===== config.mk =====
export PLATFORM = sky130hd
export DESIGN_NAME = cau_div_cell
export DESIGN_NICKNAME = d
export VERILOG_FILES = /design/src/cau_pkg.sv /design/src/cau_div_cell.sv
export SDC_FILE = /design/constraint.sdc
export NUM_CORES = 1
export LEC_CHECK = 0
export BUFFER_PORTS_ARGS = -buffer_cell sky130_fd_sc_hd__clkbuf_2
export CORE_AREA = 4 4 352 354
export CTS_BUF_LIST = sky130_fd_sc_hd__clkbuf_4 sky130_fd_sc_hd__clkbuf_8
export CTS_CLUSTER_DIAMETER = 100
export CTS_CLUSTER_SIZE = 28
export DETAILED_ROUTE_END_ITERATION = 16
export DIE_AREA = 0 0 356 358
export GPL_TIMING_DRIVEN = 0
export PLACE_DENSITY_LB_ADDON = 0.2
export SYNTH_ARGS = -nofsm -noshare
export SYNTH_HDL_FRONTEND = slang
export SYNTH_SLANG_ARGS = --single-unit

===== constraint.sdc =====
create_clock -name aclk -period 28.7 [get_ports aclk]
set_input_delay 0 -clock aclk [delete_from_list [all_inputs] [get_ports aclk]]
set_output_delay 0 -clock aclk [all_outputs]
set_load 0.01 [all_outputs]

===== src/cau_pkg.sv =====
// ----------------------------------------------------------------------------
// cau_pkg: shared types and helpers for the complex arithmetic unit
// Beat payloads, pipeline stage records, saturation and one restoring
// division step used by every cell of the divider row.
// ----------------------------------------------------------------------------
package cau_pkg;

    localparam int CAU_FRAC_BITS = 16;

    typedef enum logic [1:0] {
        OP_ADD = 2'd0,
        OP_SUB = 2'd1,
        OP_MUL = 2'd2,
        OP_DIV = 2'd3
    } cau_op_t;

    typedef struct packed {
        logic [1:0]         kind;
        logic signed [31:0] a_re;
        logic signed [31:0] a_im;
        logic signed [31:0] b_re;
        logic signed [31:0] b_im;
    } cau_in_t;

    typedef struct packed {
        logic signed [31:0] res_re;
        logic signed [31:0] res_im;
        logic               overflow;
        logic               div_by_zero;
    } cau_out_t;

    // one divider lane: partial remainder, dividend bits left, quotient
    typedef struct packed {
        logic [63:0] rem;
        logic [63:0] dvd;
        logic [32:0] q;
        logic        big;
    } cau_lane_t;

    // side info riding along the divider row
    typedef struct packed {
        cau_out_t side;
        logic     is_div;
        logic     dz;
        logic     neg_re;
        logic     neg_im;
    } cau_tag_t;

    typedef struct packed {
        logic      valid;
        logic [63:0] den;
        cau_lane_t lane_re;
        cau_lane_t lane_im;
        cau_tag_t  tag;
    } cau_stage_t;

    typedef struct packed {
        logic signed [31:0] val;
        logic               ovf;
    } cau_sat_t;

    localparam logic signed [65:0] SAT_MAX = 66'sh0_7FFF_FFFF;
    localparam logic signed [65:0] SAT_MIN = -66'sh0_8000_0000;

    // clamp an exact value to the 32-bit range
    function automatic cau_sat_t cau_sat(input logic signed [65:0] v);
        cau_sat_t r;
        if (v > SAT_MAX) begin
            r.val = 32'sh7FFF_FFFF;
            r.ovf = 1'b1;
        end else if (v < SAT_MIN) begin
            r.val = 32'sh8000_0000;
            r.ovf = 1'b1;
        end else begin
            r.val = v[31:0];
            r.ovf = 1'b0;
        end
        return r;
    endfunction

    // one restoring step: bring in the next dividend bit, try a subtract
    function automatic cau_lane_t cau_div_step(input cau_lane_t l, input logic [63:0] den);
        cau_lane_t   r;
        logic [64:0] r2;
        r2    = {l.rem, l.dvd[63]};
        r.dvd = {l.dvd[62:0], 1'b0};
        r.big = l.big | l.q[32];
        r.q   = {l.q[31:0], 1'b0};
        r.rem = r2[63:0];
        if (r2 >= {1'b0, den}) begin
            r.rem  = 64'(r2 - {1'b0, den});
            r.q[0] = 1'b1;
        end
        return r;
    endfunction

endpackage


===== src/cau_div_cell.sv =====
// ----------------------------------------------------------------------------
// cau_div_cell: one cell of the divider row
// Produces one quotient bit for both lanes and hands the record on.
// ----------------------------------------------------------------------------
module cau_div_cell (
    input  logic                aclk,
    input  logic                aresetn,
    input  logic                en,
    input  cau_pkg::cau_stage_t stage_in,
    output cau_pkg::cau_stage_t stage_out
);
    import cau_pkg::*;

    cau_stage_t stage_reg;
    cau_stage_t stage_next;

    // step both lanes against the shared divisor
    always_comb begin
        stage_next         = stage_in;
        stage_next.lane_re = cau_div_step(stage_in.lane_re, stage_in.den);
        stage_next.lane_im = cau_div_step(stage_in.lane_im, stage_in.den);
    end

    always_ff @(posedge aclk) begin
        if (!aresetn) begin
            stage_reg.valid <= 1'b0;
        end else if (en) begin
            stage_reg <= stage_next;
        end
    end

    assign stage_out = stage_reg;

endmodule


==> impl_metrics.toml <==
[outcome]
outcome = "complete, no violations"

[logic_synthesis]
ys_ff_latch = 457
synthFlopType = "edfxtp_1"
async_flop_share_pct = 0
yosysWarnings = 0
synth_cell_type_count = 87
netlist_instances = 1980
yosysSeqAreaShare_pct = 58.0
synth_edf_count = 456
avgSynthCellArea_um2 = 11.9
syn-cell-area_um2 = 23700

[grt]
grt_pass1_wl_um = 178000
grt.overflow.total = 0
met3_usage_pct = 4.95
grt_pass1_vias = 23712
grt_busiest_layer = "met2"
grt_max_degree = 67
grtUsageTotal_pct = 19.7
gr-usage-met1_pct = 21.8
use_met2_pct = 36.4
grt_antenna_before_repair = 41

[critical_path]
path_class = "in -> reg"
crit_start = "stage_in[412]"
reg2reg_from = "stage_out[458]"
cp-end-kind = "flop"
cp_data_arrival_time_ps = 5240
critPathLaunchType = "input port"
required_ps = 29160
path_max_fanout = 10

[timing]
clock_skew_ps = 0
hold_viol = 0
fin_crit_sh_pct = 16.7
max_slew_margin_pct = 19.0
max_freq_mhz = 209
whs_ps = 107
tightestPinTransition_ps = 1210
min_period_ps = 4780
rsz0062_at_grt = "no"
tns_ps = 0
setup_viol = 0
slew_violations = 0

[final_layout]
area_growth_pct = 66.7
drive_above_1_share_pct = 28.0
fin_nets = 4328
fillers = 12609
largest_reg_flops = 457
final_core_util_pct = 32.6

[die]
die-area_um2 = 127000
fp-row-count = 128
fp.dieW_um = 356
ios = 921
core_um2 = 121000
start_util_pct = 19.5
die_height_um = 358

[placement]
gp_congestion = 0.863
io_buffers = 918
dp_hpwl_um = 107000

[clocking]
cts-root-buf = "clkbuf_8"
clock_latency_ps = 710
cts_buffers = 36
post_cts_buffers = 0
cts_tree = "built"
clk_pin_slew_worst_paths_ps = 120
cts_max_level = 2
cts.sinks = 457
clock_path_buffers = 3

[routing]
drt_pass1_iterations = 6
drt-wirelength-per-cell_um = 24.2
drcViolationCount = 0
wirelength_um = 131000
avgViaCountPerCell = 4.28
dr_total_vias = 23124
first_iter_violations = 1630
detail-route-antenna-nets = 0

[hold_path]
hp-start = "stage_in[9]"
hp-class = "in -> reg"

[power_and_ir_drop]
vdd_drop_max_uv = 35.6
total_power_mw = 1.82
power.density_nw_per_um2 = 46.1
leakage_nw = 16.5

[run]
drv_cap = 0
worst paths after layout:
kind	cells after the start	slack (ps)	to
setup / recovery	16	23920	stage_out[191]
hold / removal	2	110	stage_out[9]
setup reg to reg	3	27520	stage_out[458]
hold reg to reg	3	1120	stage_out[458]
what timing repair did:
item | in CTS | in global routing
hold buffers | 791 | 0
setup endpoints to repair | 0 | 0
hold endpoints to repair | 492 | 0
gates resized for setup | 0 | 0
per-layer routing:
| metal | wire length (µm) | vias up |
|---|---|---|
| li1 | - | 11015 |
| met3 | 9070 | 164 |
| met2 | 67500 | 747 |
| met4 | 5080 | 24 |
| met1 | 49300 | 11174 |
| met5 | 172 | - |
synth_stat cells, drive strengths merged, types with 6 or more instances:
master / count / share of area (%)
a221oi: 9 / 0.36
nor3: 40 / 0.87
o21a: 14 / 0.44
a31oi: 18 / 0.50
nor2b: 14 / 0.40
o31ai: 11 / 0.35
nand2b: 18 / 0.48
mux2i: 7 / 0.30
nand3: 31 / 0.66
edfxtp: 456 / 58
o21ai: 131 / 2.8
and2: 14 / 0.37
o21bai: 23 / 0.73
a21o: 73 / 2.3
inv: 104 / 1.6
nor4: 10 / 0.26
or2: 6 / 0.16
a21oi: 144 / 3.1
buf: 25 / 0.73
mux2: 57 / 2.7
o211ai: 21 / 0.67
xnor2: 62 / 2.3
and3: 16 / 0.42
nor2: 91 / 1.4
nand2: 198 / 3.2
or3: 11 / 0.29
clkbuf: 50 / 0.81
ha: 128 / 6.8
a21boi: 10 / 0.32
a211oi: 13 / 0.43
xor2: 46 / 1.7
nand4: 42 / 1.1
metrics by stage:
stage	cells	setup slack [ps]	instance area, µm²
after floorplan	1981	17580	23700
after CTS	5388	23960	39400
after global placement	4524	10870	30300
final	5409	23920	39400
after detailed placement	4532	24000	30500
after global routing	5398	23750	39400
cell type report:
type | instances | area, µm² | share of cell area, %
Antenna cell | 21 | 52.6 | 0.133
Buffer | 75 | 365 | 0.927
Clock buffer | 37 | 503 | 1.28
Clock inverter | 28 | 469 | 1.19
Inverter | 104 | 390 | 0.990
Multi-Input combinational cell | 1345 | 9200 | 23.3
Sequential cell | 457 | 13700 | 34.8
Tap cell | 1625 | 2030 | 5.16
Timing Repair Buffer | 1717 | 12700 | 32.2
worst max-delay path: stages:
cell           delay [ps]
dlygate4sd3_1         570
clkbuf_2              130
inv_1                 160
ha_1                  330
clkbuf_1              400
nand4_1               150
nor2_1                500
nand2_1               120
a21o_1                310
a21o_1                320
o21ai_2               300
o2111ai_2             330
nand2_4               430
buf_6                 250
mux2_1                340
dlygate4sd3_1         560
report_power, final:
part           switching (mW)  total (mW)  internal, mW
Sequential             0.0164       0.817         0.800
Combinational           0.293       0.525         0.231
Clock                   0.315       0.476         0.161
cell families (layout without fill, tap and decap cells):
logic type / Yosys count / count (layout) / share of synthesized area, %
AOI/OAI and AO/OA: 533 / 533 / 14.7
and+or+nand+nor: 508 / 508 / 10.2
DFF: 457 / 457 / 58.0
buffers and inverters: 179 / 1961 / 3.19
adders and majority gates: 130 / 130 / 6.94
xor gates and xnor gates: 108 / 108 / 4.00
muxes: 64 / 64 / 3.01
other: 1 / 23 / 0.0159
cell usage in the layout, fill, tap and decap left out, types with 14 or more instances in the layout:
cell type,count
clkbuf_2,922
dlygate4sd3_1,791
edfxtp_1,456
nand2_1,197
a21oi_1,143
ha_1,128
o21ai_0,119
inv_1,103
nor2_1,91
a21o_1,73
xnor2_1,62
mux2_1,49
clkbuf_1,46
xor2_1,46
nand4_1,42
nor3_1,39
clkbuf_8,36
nand3_1,31
o21bai_1,23
diode_2,21
o211ai_1,21
nand2b_1,18
a31oi_1,17
and3_1,16
buf_2,16
o21a_1,14
Note: power is estimated with default switching activity, not from simulation.
